### src/rtl/core/stt_pkg.sv
// Shared types, token codes and keyword table of the source text tokenizer.
package stt_pkg;

	localparam longint MaxTextBytes = 64'd16777216;
	localparam longint MaxLines     = 64'd1048576;

	localparam int MaxResults = 3;
	localparam int QueueDepth = 5;
	localparam int CountW     = $clog2(QueueDepth + 1);

	localparam logic [5:0] KindEof     = 6'd0;
	localparam logic [5:0] KindError   = 6'd1;
	localparam logic [5:0] KindNumber  = 6'd2;
	localparam logic [5:0] KindString  = 6'd3;
	localparam logic [5:0] KindIdent   = 6'd4;
	localparam logic [5:0] KindLParen  = 6'd5;
	localparam logic [5:0] KindRParen  = 6'd6;
	localparam logic [5:0] KindLBrack  = 6'd7;
	localparam logic [5:0] KindRBrack  = 6'd8;
	localparam logic [5:0] KindLBrace  = 6'd9;
	localparam logic [5:0] KindRBrace  = 6'd10;
	localparam logic [5:0] KindArrow   = 6'd11;
	localparam logic [5:0] KindDot     = 6'd12;
	localparam logic [5:0] KindStar    = 6'd13;
	localparam logic [5:0] KindSlash   = 6'd14;
	localparam logic [5:0] KindMinus   = 6'd15;
	localparam logic [5:0] KindPlus    = 6'd16;
	localparam logic [5:0] KindBar     = 6'd17;
	localparam logic [5:0] KindGreater = 6'd18;
	localparam logic [5:0] KindLess    = 6'd19;
	localparam logic [5:0] KindEqual   = 6'd20;
	localparam logic [5:0] KindComma   = 6'd21;
	localparam logic [5:0] KindColon   = 6'd22;
	localparam logic [5:0] KindNewline = 6'd23;
	localparam logic [5:0] KindKw0     = 6'd24;

	localparam logic [7:0] ChNul    = 8'h00;
	localparam logic [7:0] ChTab    = 8'h09;
	localparam logic [7:0] ChLf     = 8'h0A;
	localparam logic [7:0] ChCr     = 8'h0D;
	localparam logic [7:0] ChSpace  = 8'h20;
	localparam logic [7:0] ChQuote  = 8'h22;
	localparam logic [7:0] ChLParen = 8'h28;
	localparam logic [7:0] ChRParen = 8'h29;
	localparam logic [7:0] ChStar   = 8'h2A;
	localparam logic [7:0] ChPlus   = 8'h2B;
	localparam logic [7:0] ChComma  = 8'h2C;
	localparam logic [7:0] ChMinus  = 8'h2D;
	localparam logic [7:0] ChDot    = 8'h2E;
	localparam logic [7:0] ChSlash  = 8'h2F;
	localparam logic [7:0] ChZero   = 8'h30;
	localparam logic [7:0] ChNine   = 8'h39;
	localparam logic [7:0] ChColon  = 8'h3A;
	localparam logic [7:0] ChSemi   = 8'h3B;
	localparam logic [7:0] ChLess   = 8'h3C;
	localparam logic [7:0] ChEqual  = 8'h3D;
	localparam logic [7:0] ChGreater = 8'h3E;
	localparam logic [7:0] ChLBrack = 8'h5B;
	localparam logic [7:0] ChRBrack = 8'h5D;
	localparam logic [7:0] ChUnder  = 8'h5F;
	localparam logic [7:0] ChLBrace = 8'h7B;
	localparam logic [7:0] ChBar    = 8'h7C;
	localparam logic [7:0] ChRBrace = 8'h7D;

	localparam int KwCount = 9;
	localparam logic [31:0] KwWord [KwCount] = '{
		32'h00616E64, 32'h636F6E64, 32'h00646566, 32'h0000646F, 32'h656C7365,
		32'h00656E64, 32'h00006966, 32'h006E6F74, 32'h00006F72
	};
	localparam logic [2:0] KwLen [KwCount] = '{
		3'd3, 3'd4, 3'd3, 3'd2, 3'd4, 3'd3, 3'd2, 3'd3, 3'd2
	};

	typedef struct packed {
		logic [5:0]  kind;
		logic [19:0] line;
		logic [23:0] column;
		logic [23:0] start;
		logic [23:0] length;
	} res_t;

	typedef struct packed {
		res_t res;
		logic last;
	} entry_t;

	typedef struct packed {
		logic [1:0]                  count;
		res_t [MaxResults-1:0]       item;
	} push_t;

	typedef struct packed {
		logic [CountW-1:0] count;
		logic              room;
	} qstat_t;

endpackage

### src/rtl/core/stt_scan.sv
// Scanner state and per-byte token decode of the source text tokenizer.
module stt_scan #(
	parameter longint MAX_TEXT_BYTES = stt_pkg::MaxTextBytes,
	parameter longint MAX_LINES      = stt_pkg::MaxLines
) (
	input  logic               clk,
	input  logic               arst_n,
	input  logic               take,
	input  logic [7:0]         text_byte,
	output stt_pkg::push_t     push
);

	localparam logic [19:0] LineCap =
		(MAX_LINES - 64'd1 < 64'hFFFFF) ? 20'(MAX_LINES - 64'd1) : 20'hFFFFF;
	localparam logic [23:0] PosCap =
		(MAX_TEXT_BYTES - 64'd1 < 64'hFFFFFF) ? 24'(MAX_TEXT_BYTES - 64'd1) : 24'hFFFFFF;

	typedef enum logic [2:0] {
		ModeIdle, ModeComment, ModeNumber, ModeNumDot,
		ModeFraction, ModeString, ModeIdent, ModeMinus
	} mode_t;

	typedef struct packed {
		logic [19:0] line;
		logic [23:0] col;
		logic [23:0] pos;
	} cnt_t;

	localparam cnt_t CntReset = '{line: 20'd1, col: 24'd1, pos: 24'd0};

	mode_t       mode_q, mode_d;
	cnt_t        cnt_q, cnt_d;
	logic [23:0] begin_q, begin_d;
	logic [31:0] prefix_q, prefix_d;
	logic [2:0]  wlen_q, wlen_d;

	function automatic logic is_nl(logic [7:0] b);
		return b == stt_pkg::ChLf || b == stt_pkg::ChCr;
	endfunction

	function automatic logic is_digit(logic [7:0] b);
		return b >= stt_pkg::ChZero && b <= stt_pkg::ChNine;
	endfunction

	function automatic cnt_t count_step(cnt_t c, logic [7:0] b);
		cnt_t r;
		r = c;
		if (is_nl(b)) begin
			if (c.line < LineCap) r.line = c.line + 20'd1;
			r.col = 24'd1;
		end else if (c.col != 24'hFFFFFF) begin
			r.col = c.col + 24'd1;
		end
		if (c.pos < PosCap) r.pos = c.pos + 24'd1;
		return r;
	endfunction

	function automatic logic is_word(logic [7:0] b);
		logic w;
		case (b)
			stt_pkg::ChNul, stt_pkg::ChSpace, stt_pkg::ChTab, stt_pkg::ChLf, stt_pkg::ChCr,
			stt_pkg::ChLParen, stt_pkg::ChRParen, stt_pkg::ChLBrace, stt_pkg::ChRBrace,
			stt_pkg::ChLBrack, stt_pkg::ChRBrack, stt_pkg::ChQuote, stt_pkg::ChComma,
			stt_pkg::ChDot, stt_pkg::ChColon, stt_pkg::ChSemi: w = 1'b0;
			default: w = 1'b1;
		endcase
		return w;
	endfunction

	function automatic logic [5:0] punct_kind(logic [7:0] b);
		logic [5:0] k;
		case (b)
			stt_pkg::ChLParen:  k = stt_pkg::KindLParen;
			stt_pkg::ChRParen:  k = stt_pkg::KindRParen;
			stt_pkg::ChLBrack:  k = stt_pkg::KindLBrack;
			stt_pkg::ChRBrack:  k = stt_pkg::KindRBrack;
			stt_pkg::ChLBrace:  k = stt_pkg::KindLBrace;
			stt_pkg::ChRBrace:  k = stt_pkg::KindRBrace;
			stt_pkg::ChDot:     k = stt_pkg::KindDot;
			stt_pkg::ChStar:    k = stt_pkg::KindStar;
			stt_pkg::ChSlash:   k = stt_pkg::KindSlash;
			stt_pkg::ChPlus:    k = stt_pkg::KindPlus;
			stt_pkg::ChBar:     k = stt_pkg::KindBar;
			stt_pkg::ChGreater: k = stt_pkg::KindGreater;
			stt_pkg::ChLess:    k = stt_pkg::KindLess;
			stt_pkg::ChEqual:   k = stt_pkg::KindEqual;
			stt_pkg::ChComma:   k = stt_pkg::KindComma;
			stt_pkg::ChColon:   k = stt_pkg::KindColon;
			default:            k = stt_pkg::KindEof;
		endcase
		return k;
	endfunction

	function automatic stt_pkg::res_t mk(logic [5:0] kind, cnt_t c, logic [23:0] start,
			logic [23:0] len);
		stt_pkg::res_t r;
		r.kind   = kind;
		r.line   = c.line;
		r.column = c.col;
		r.start  = start;
		r.length = len;
		return r;
	endfunction

	function automatic logic [5:0] word_kind(logic [31:0] pf, logic [2:0] wl);
		logic [5:0] k;
		k = stt_pkg::KindIdent;
		for (int i = stt_pkg::KwCount - 1; i >= 0; i--) begin
			if (wl == stt_pkg::KwLen[i] && pf == stt_pkg::KwWord[i]) begin
				k = stt_pkg::KindKw0 + 6'(i);
			end
		end
		return k;
	endfunction

	always_comb begin
		logic [7:0]  b;
		logic        idle_go;
		logic [1:0]  n;
		logic [23:0] dot_at;
		logic [5:0]  pk;
		b        = text_byte;
		pk       = punct_kind(text_byte);
		idle_go  = 1'b0;
		n        = 2'd0;
		dot_at   = '0;
		mode_d   = mode_q;
		cnt_d    = cnt_q;
		begin_d  = begin_q;
		prefix_d = prefix_q;
		wlen_d   = wlen_q;
		push     = '0;

		case (mode_q)
			ModeComment: begin
				if (b != stt_pkg::ChNul && !is_nl(b)) cnt_d = count_step(cnt_d, b);
				else idle_go = 1'b1;
			end
			ModeNumber, ModeFraction: begin
				if (is_digit(b) || b == stt_pkg::ChUnder) begin
					cnt_d = count_step(cnt_d, b);
				end else if (b == stt_pkg::ChDot && mode_q == ModeNumber) begin
					mode_d = ModeNumDot;
				end else begin
					push.item[n] = mk(stt_pkg::KindNumber, cnt_d, begin_q, cnt_d.pos - begin_q);
					n = n + 2'd1;
					idle_go = 1'b1;
				end
			end
			ModeNumDot: begin
				if (is_digit(b)) begin
					cnt_d  = count_step(count_step(cnt_d, stt_pkg::ChDot), b);
					mode_d = ModeFraction;
				end else begin
					push.item[n] = mk(stt_pkg::KindNumber, cnt_d, begin_q, cnt_d.pos - begin_q);
					n = n + 2'd1;
					dot_at = cnt_d.pos;
					cnt_d  = count_step(cnt_d, stt_pkg::ChDot);
					push.item[n] = mk(stt_pkg::KindDot, cnt_d, dot_at, 24'd1);
					n = n + 2'd1;
					idle_go = 1'b1;
				end
			end
			ModeString: begin
				if (b == stt_pkg::ChQuote) begin
					cnt_d = count_step(cnt_d, b);
					push.item[n] = mk(stt_pkg::KindString, cnt_d, begin_q, cnt_d.pos - begin_q);
					n = n + 2'd1;
					mode_d = ModeIdle;
				end else if (b == stt_pkg::ChNul) begin
					push.item[n] = mk(stt_pkg::KindError, cnt_d, begin_q, 24'd0);
					n = n + 2'd1;
					idle_go = 1'b1;
				end else begin
					cnt_d = count_step(cnt_d, b);
				end
			end
			ModeIdent: begin
				if (is_word(b)) begin
					if (wlen_q < 3'd4) prefix_d = {prefix_q[23:0], b};
					if (wlen_q < 3'd5) wlen_d = wlen_q + 3'd1;
					cnt_d = count_step(cnt_d, b);
				end else begin
					push.item[n] = mk(word_kind(prefix_q, wlen_q), cnt_d, begin_q,
						cnt_d.pos - begin_q);
					n = n + 2'd1;
					idle_go = 1'b1;
				end
			end
			ModeMinus: begin
				cnt_d = count_step(cnt_d, stt_pkg::ChMinus);
				if (b == stt_pkg::ChGreater) begin
					cnt_d = count_step(cnt_d, b);
					push.item[n] = mk(stt_pkg::KindArrow, cnt_d, begin_q, 24'd2);
					n = n + 2'd1;
					mode_d = ModeIdle;
				end else begin
					push.item[n] = mk(stt_pkg::KindMinus, cnt_d, begin_q, 24'd1);
					n = n + 2'd1;
					idle_go = 1'b1;
				end
			end
			default: idle_go = 1'b1;
		endcase

		if (idle_go) begin
			mode_d = ModeIdle;
			if (b == stt_pkg::ChNul) begin
				push.item[n] = mk(stt_pkg::KindEof, cnt_d, cnt_d.pos, 24'd0);
				n = n + 2'd1;
				cnt_d    = CntReset;
				begin_d  = '0;
				prefix_d = '0;
				wlen_d   = '0;
			end else if (b == stt_pkg::ChSpace || b == stt_pkg::ChTab) begin
				cnt_d = count_step(cnt_d, b);
			end else if (b == stt_pkg::ChSemi) begin
				cnt_d  = count_step(cnt_d, b);
				mode_d = ModeComment;
			end else begin
				begin_d = cnt_d.pos;
				if (is_digit(b)) begin
					cnt_d  = count_step(cnt_d, b);
					mode_d = ModeNumber;
				end else if (b == stt_pkg::ChQuote) begin
					cnt_d  = count_step(cnt_d, b);
					mode_d = ModeString;
				end else if (b == stt_pkg::ChMinus) begin
					mode_d = ModeMinus;
				end else if (is_nl(b)) begin
					cnt_d = count_step(cnt_d, b);
					push.item[n] = mk(stt_pkg::KindNewline, cnt_d, begin_d, 24'd1);
					n = n + 2'd1;
				end else if (pk != stt_pkg::KindEof) begin
					cnt_d = count_step(cnt_d, b);
					push.item[n] = mk(pk, cnt_d, begin_d, 24'd1);
					n = n + 2'd1;
				end else begin
					prefix_d = {24'd0, b};
					wlen_d   = 3'd1;
					cnt_d    = count_step(cnt_d, b);
					mode_d   = ModeIdent;
				end
			end
		end

		push.count = n;
	end

	always_ff @(posedge clk or negedge arst_n) begin
		if (!arst_n) begin
			mode_q   <= ModeIdle;
			cnt_q    <= CntReset;
			begin_q  <= '0;
			prefix_q <= '0;
			wlen_q   <= '0;
		end else if (take) begin
			mode_q   <= mode_d;
			cnt_q    <= cnt_d;
			begin_q  <= begin_d;
			prefix_q <= prefix_d;
			wlen_q   <= wlen_d;
		end
	end

endmodule

### src/rtl/core/stt_outq.sv
// Token result queue: takes up to three tokens per byte, delivers one per cycle while popped.
module stt_outq (
	input  logic             clk,
	input  logic             arst_n,
	input  logic             take,
	input  stt_pkg::push_t   push,
	input  logic             pop,
	output stt_pkg::entry_t  head,
	output stt_pkg::qstat_t  stat
);

	localparam int Depth = stt_pkg::QueueDepth;
	localparam int CW    = stt_pkg::CountW;

	stt_pkg::entry_t ent_q [Depth];
	stt_pkg::entry_t ent_d [Depth];
	logic [CW-1:0]   count_q, count_d;

	always_comb begin
		logic [CW-1:0] base;
		logic [1:0]    n;
		n    = take ? push.count : 2'd0;
		base = count_q - CW'(pop);
		for (int i = 0; i < Depth; i++) begin
			ent_d[i] = ent_q[i];
			if (pop && i < Depth - 1) ent_d[i] = ent_q[(i + 1) % Depth];
			for (int j = 0; j < stt_pkg::MaxResults; j++) begin
				if (2'(j) < n && base + CW'(j) == CW'(i)) begin
					ent_d[i].res  = push.item[j];
					ent_d[i].last = (2'(j + 1) == n);
				end
			end
		end
		count_d = base + CW'(n);
	end

	always_ff @(posedge clk or negedge arst_n) begin
		if (!arst_n) begin
			count_q <= '0;
		end else begin
			count_q <= count_d;
		end
	end

	always_ff @(posedge clk) begin
		ent_q <= ent_d;
	end

	assign head       = ent_q[0];
	assign stat.count = count_q;
	assign stat.room  = count_q <= CW'(Depth - stt_pkg::MaxResults);

endmodule

### src/rtl/core/source_text_tokenizer_core.sv
// Top level of the source text tokenizer: byte request in, token request out.
// One source byte is taken per cycle while the token queue holds two tokens or fewer; every
// byte is decoded in the cycle it is taken and its tokens (none, one, two or three) enter a
// five-entry queue that delivers one token per cycle while token_ready is high. A run of
// bytes that each yield at most one token then streams at one byte per cycle; a byte that
// yields several tokens uses one output slot each, which the queue absorbs before byte_ready
// drops. A zero byte ends the text, yields the eof token and resets every counter.
module source_text_tokenizer_core #(
	parameter longint MAX_TEXT_BYTES = stt_pkg::MaxTextBytes,
	parameter longint MAX_LINES      = stt_pkg::MaxLines
) (
	input  logic        clk,
	input  logic        arst_n,
	input  logic        byte_valid,
	output logic        byte_ready,
	input  logic [7:0]  text_byte,
	output logic        token_valid,
	input  logic        token_ready,
	output logic [5:0]  token_kind,
	output logic [19:0] line_number,
	output logic [23:0] column_number,
	output logic [23:0] start_offset,
	output logic [23:0] token_length,
	output logic        last_of_run
);

	stt_pkg::push_t  push;
	stt_pkg::entry_t head;
	stt_pkg::qstat_t stat;
	logic            take;
	logic            pop;

	assign byte_ready  = stat.room;
	assign take        = byte_valid && byte_ready;
	assign token_valid = stat.count != '0;
	assign pop         = token_valid && token_ready;

	stt_scan #(
		.MAX_TEXT_BYTES(MAX_TEXT_BYTES),
		.MAX_LINES     (MAX_LINES)
	) u_scan (
		.clk      (clk),
		.arst_n   (arst_n),
		.take     (take),
		.text_byte(text_byte),
		.push     (push)
	);

	stt_outq u_outq (
		.clk   (clk),
		.arst_n(arst_n),
		.take  (take),
		.push  (push),
		.pop   (pop),
		.head  (head),
		.stat  (stat)
	);

	assign token_kind    = head.res.kind;
	assign line_number   = head.res.line;
	assign column_number = head.res.column;
	assign start_offset  = head.res.start;
	assign token_length  = head.res.length;
	assign last_of_run   = head.last;

	a_occupancy: assert property (@(posedge clk) disable iff (!arst_n)
		stat.count <= stt_pkg::CountW'(stt_pkg::QueueDepth))
		else $error("token queue overflow");

	a_push_visible: assert property (@(posedge clk) disable iff (!arst_n)
		(take && push.count != 2'd0) |=> token_valid)
		else $error("decoded token not presented");

	a_tail_last: assert property (@(posedge clk) disable iff (!arst_n)
		(token_valid && stat.count == stt_pkg::CountW'(1)) |-> last_of_run)
		else $error("queue tail is not the end of a run");

	a_eof_token: assert property (@(posedge clk) disable iff (!arst_n)
		(take && text_byte == stt_pkg::ChNul && stat.count == '0 && !pop)
		|=> (token_valid && (token_kind == stt_pkg::KindEof || token_kind == stt_pkg::KindError
			|| token_kind == stt_pkg::KindNumber || last_of_run == 1'b0
			|| token_kind != stt_pkg::KindNewline)))
		else $error("end of text gave no token");

endmodule

### config.mk
export PLATFORM = sky130hd
export DESIGN_NAME = source_text_tokenizer_core
export DESIGN_NICKNAME = d
export VERILOG_FILES = /design/src/rtl/core/stt_pkg.sv /design/src/rtl/core/stt_scan.sv /design/src/rtl/core/stt_outq.sv /design/src/rtl/core/source_text_tokenizer_core.sv
export SDC_FILE = /design/constraint.sdc
export NUM_CORES = 2
export LEC_CHECK = 0
export BUFFER_PORTS_ARGS = -buffer_cell sky130_fd_sc_hd__clkbuf_2
export CORE_MARGIN = 2
export CORE_UTILIZATION = 30
export DETAILED_ROUTE_END_ITERATION = 12
export PLACE_DENSITY = 0.5
export SLEW_MARGIN = 20
export SYNTH_ARGS = -nofsm -noshare
export SYNTH_HDL_FRONTEND = slang
export SYNTH_SLANG_ARGS = --single-unit
export TNS_END_PERCENT = 100
### constraint.sdc
create_clock -name clk -period 14.45 [get_ports clk]
set_clock_uncertainty 0.1 [all_clocks]
set_input_delay 2.89 -clock clk [delete_from_list [all_inputs] [get_ports clk]]
set_output_delay 2.89 -clock clk [all_outputs]
set_load 0.005 [all_outputs]
# After elaboration in Yosys (flattened, before gate mapping)
# Cells that the tools add are included.
# Widths: inputs -> output; s select.
[word_totals]
reg_bits = 628
out_inout_bits = 101
[op_classes]
add_sub_neg = 18
magnitude_cmp = 16
n_eq_ne = 69
muxes = 197
n_reduce_logical = 51
[ops]
columns = ["op", "count"]
rows = [
  ["$mux 294", 9],
  ["$mux 99", 19],
  ["$mux 68", 16],
  ["$mux 24", 40],
  ["$bwmux 294", 3],
  ["$pmux 98 s5", 1],
  ["$mux 20", 21],
  ["$pmux 68 s6", 1],
  ["$mux 98", 4],
  ["$mux 32", 12],
  ["$demux 98 s2", 1],
  ["$mux 194", 1],
  ["$add 24x1->24 const B", 8],
  ["$eq 32x23->1 const B", 4],
  ["$eq 8x6->1 const B", 15],
  ["$eq 32x15->1 const B", 3],
  ["$lt 24x24->1 const B", 4],
  ["$mux 96", 1],
  ["$ne 24x24->1 const B", 4],
  ["$mux 95", 1],
  ["$mux 94", 1],
  ["$mux 93", 1],
  ["$pmux 5 s16", 1],
  ["$mux 3", 26],
  ["other kinds (47)", 154],
]

# Longest topological paths before layout
[depth]
ltp_word = 33
ltp_mapped = 28
ltp_nobuf = 24

# Hierarchy
# A second synthesis with hierarchy kept.
[hier_totals]
hier_cells = 6359
area_unflattened_um2 = 52110.0
[modules_own_cells]
columns = ["mod", "n_inst", "cells_per_inst", "area_per_inst_um2", "seq_area_each_um2"]
rows = [
  ["stt_outq", 1, 2933, 28676.3, 14939.3],
  ["stt_scan", 1, 3423, 23411.2, 3255.6],
  ["source_text_tokenizer_core", 1, 3, 22.5, 0.0],
]

# Worst setup path before layout
# Ideal clock, no wire load.
[synth_timing]
kind = "input to register"
start = "input text_byte[7]"
end = "register u_outq.ent_q[0] in the netlist's numbering (enable)"
setup_time_ns = 0.702
t_arrival_ns = 12.844
required_time_ns = 13.648
slack_ns = 0.804
path_stages = 13
path_cell_list = "buf_2 > nor4b_1 > a32oi_1 > nand3b_1 > o31a_1 > nor3_1 > and3_1 > clkbuf_1 > nor2_1 > o211ai_1 > inv_1 > nor2_1 > o31ai_1"
[synth_via]
elab_chain_cells = 20
elab_cells_between_ends = 74
[synth_lines]
columns = ["item", "line_no", "rtl"]
rows = [
  ["start, declared", "source_text_tokenizer_core.sv:16", "input logic [7:0] text_byte,"],
  ["$eq 8x6->1, or another cell as far along", "stt_scan.sv:60, stt_scan.sv:72", ""],
  ["$reduce_or 16->1", "stt_scan.sv:60", "case (b)"],
  ["$mux 1", "stt_scan.sv:60", ""],
  ["$mux 1", "stt_scan.sv:134", "case (mode_q)"],
  ["$mux 1", "stt_scan.sv:179", "if (is_word(b)) begin"],
  ["$pmux 2 s5", "stt_scan.sv:134", ""],
  ["$add 2x1->2", "stt_scan.sv:210, stt_scan.sv:233, stt_scan.sv:237", ""],
  ["$mux 2", "stt_scan.sv:234", "end else if (pk != stt_pkg::KindEof) begin"],
  ["[4 not listed]", "n/a", ""],
  ["$mux 2", "stt_scan.sv:217", "end else if (b == stt_pkg::ChSemi) begin"],
  ["$mux 2", "stt_scan.sv:215", "end else if (b == stt_pkg::ChSpace || b == stt_pkg::ChTab) begin"],
  ["$mux 2", "stt_scan.sv:208", "if (b == stt_pkg::ChNul) begin"],
  ["$mux 2 (*)", "stt_scan.sv:206", "if (idle_go) begin"],
  ["$mux 2 (*)", "stt_outq.sv:22", "n = take ? push.count : 2'd0;"],
  ["$lt 2x2->1 or $lt 1x2->1 (tied branches)", "stt_outq.sv:28", "if (2'(j) < n && base + CW'(j) == CW'(i)) begin"],
  ["$logic_and 1x1->1", "stt_outq.sv:28", ""],
  ["$reduce_bool 3->1 (no source line) (*)", "n/a", ""],
  ["end signal, assigned", "stt_outq.sv:46", "ent_q <= ent_d;"],
  ["end, declared", "stt_outq.sv:15", "stt_pkg::entry_t ent_q [Depth];"],
]
# Mark *: on every way between the ends. The rest lies on a longest branch, timed or not. The select of a mux whose other input is x is not followed.
# A chain may end at the register's enable or synchronous reset.

==> qor.txt <==
status = completed
CTS max path bufs = 3
RSZ-0062 raised after global routing = no
Starting Density = 0.3010
synthesized instance count = 5623
vias per inst = 6.537
fin crit period = 9990 ps
Synth-to-Final Area Change = 9.706%
fin util = 0.3303
Sink Count = 628
DR iter-0 viols = 8005
aggregate negative setup slack = 0 ps
Worst Path Arrival = 10330 ps
grt ovf = 0
top cells by area, synth = edfxtp_1 31%, dfrtp_1 6.9%, nand2_1 5.5%
Clk network pwr share = 0.219
Top FF cell, synth = edfxtp_1
routed vias = 49210
H-tree depth = 3
endpoints failing setup = 0
Synth top area share = 0.3125
GPL Wtd Cong = 1.002
Synth cell types = 121
Port Buffers = 112
final WL = 234.4 mm
critical path peak fanout = 23
clock-pin slew on the worst setup and hold paths = 60 ps
fmax = 100.1 MHz
internal power = 4.986 mW
max_cap viols = 0
Chip Height = 402.2 microns
EDFF count, synth = 495
R2R depth = 22
switch share = 0.4588
NetSw = 4.226 mW
total track usage = 0.2780
worst hold slack = 406.1 ps
#FFs+latches synth = 628
filler instances = 16410
TritonCTS clock tree = done
post-route cell area = 52190 sq um
Pwr Density = 176.5 nW/um^2
initial antenna violation count = 3
post-cts resize count = 0
leak pwr = 17.63 nW
detailed-route wire length per cell = 31.13 microns
core area = 158000 sq um
Worst Hold Class = register to register
CP Class = input port to register
vias in the first global route = 44320
HPWL Detailed = 160.1 mm
ant diodes = 0
# hold bufs at CTS = 0
fraction of registers with async set/reset = 0.2118
Seq pwr share = 0.314
Inserted Clock Buffers = 78
placed cell areas = 49600 sq um
share of cells above drive strength 1 = 0.1035
post-synth top area cell = edfxtp_1
period utilisation layout = 0.6913
syn avg cell area = 8.460 sq um
post-CTS setup buffer count = 0
Slew HR = 0.1495
R2R setup slack = 4560 ps
sequential cell area fraction in the yosys report = 0.3825
commonest non-fill, non-tap cell in the layout = nand2_1
post-route ant nets = 0
first-pass GRT wire length = 334.0 mm
I/O pins = 113
VDD IR-drop max = 0.1050 mV
Pre-Repair DR Iteration Count = 9
Core Rows = 146
Crit. End Element = register
DRC = 0
yosys warns = 0
Mapped Area = 47570 sq um
final hold vios = 0
Syn Nets = 5703
Post-layout nets = 5474
most frequent cells in the layout = 678 x nand2_1, 519 x nor2_1, 495 x edfxtp_1
die area = 161800 sq um
largest net degree at the start of global routing = 76
WHS Path Cells = 2
chip width = 402.2 microns
Clock Latency Late Sink = 730 ps
Final Slew Violations = 0
share of power burned in combinational logic = 0.467
CP required = 14790 ps
CTS Root Cell = clkbuf_16
worst-margin pin slew = 1264 ps
Worst setup SP type = input port
==> power by group through the flow <==
stage | registers (mW) | clock network (mW) | logic, mW
after floorplan | 2.76 | 0 | 2.79
after global placement | 2.91 | 0 | 4.11
after detailed placement | 2.92 | 0 | 4.13
after CTS | 2.89 | 2.04 | 4.14
after global routing | 2.94 | 2.10 | 4.56
final | 2.90 | 2.02 | 4.30
==> synthesized netlist by cell type (all sizes together), types with 65 or more instances <==
master / number
a21oi: 392
a221oi: 73
a22o: 74
a22oi: 152
a31oi: 72
buf: 197
clkbuf: 383
dfrtp: 131
edfxtp: 495
ha: 65
inv: 87
nand2: 694
nand3: 200
nand4: 65
nor2: 541
nor3: 142
o211ai: 88
o21ai: 514
o221ai: 167
o22ai: 88
xnor2: 110
==> path summary, 6_finish.rpt <==
check,from,to
worst max-delay path,text_byte[1],u_outq.ent_q[369]
worst min-delay path,u_outq.ent_q[252],u_outq.ent_q[351]
worst max register to register,u_scan.cnt_q[28],u_outq.ent_q[369]
worst min register to register,u_outq.ent_q[252],u_outq.ent_q[351]
max in group asynchronous,arst_n,u_scan.begin_q[11]
min in group asynchronous,arst_n,u_scan.prefix_q[21]
==> registers in the layout, indices dropped and copies added (netlist names) <==
signal and flops:
u_outq.ent_q 396, u_outq.head 99, u_scan.cnt_q 68, u_scan.prefix_q 32, u_scan.begin_q 24, u_outq.count_q 3
u_scan.mode_q 3, u_scan.wlen_q 3
==> critical path, stage by stage <==
cell and delay, ps:
clkbuf_2 360, and3b_1 260, o211ai_1 720, nand2_1 830, nand2_1 290, o2111ai_1 170
a221o_1 360, nor4_1 260, a211oi_1 80, o22ai_1 620, clkinv_1 500, ha_1 380
nand2_1 110, nor3_1 60, buf_4 180, nand3_1 510, nand4_1 310, a31oi_1 990
o22ai_1 130, a221o_1 300
==> metal layers <==
layer	GRT usage	part of all wire
met5	0	0.00012
met1	0.4011	0.42
met2	0.3904	0.41
met3	0.07273	0.13
met4	0.1105	0.044
==> metrics by stage <==
step	worst slack (ps)	power, mW	instances
floorplan	804.3	5.549	5623
global placement	3989	7.020	7384
detailed placement	3925	7.043	7384
CTS	4636	9.070	7527
global route	4184	9.595	7529
finish	4460	9.212	7529
==> kinds of logic (layout without fill, tap and decap cells) <==
logic type                 after synthesis  count (layout)  synth area share
AOI/OAI and AO/OA                     2079            2079            0.3020
and+or+nand+nor                       1963            1963            0.1926
buffers and inverters                  670             504           0.06278
DFF                                    628             628            0.3825
xor gates and xnor gates               166             166           0.03112
adders and majority gates               68              68           0.01836
muxes                                   49              49           0.01060
==> cell type report <==
class | count | area [sq um] | area share
well taps | 2072 | 2592 | 0.04968
repair buffers | 271 | 1767 | 0.03385
multi-input cells | 4325 | 26740 | 0.5125
clock buffers | 100 | 2106 | 0.04035
flip-flops and latches | 628 | 18200 | 0.3487
inverters | 90 | 337.8 | 0.006473
clock inverters | 43 | 444.2 | 0.008511
Note: power is estimated with default switching activity, not from simulation.
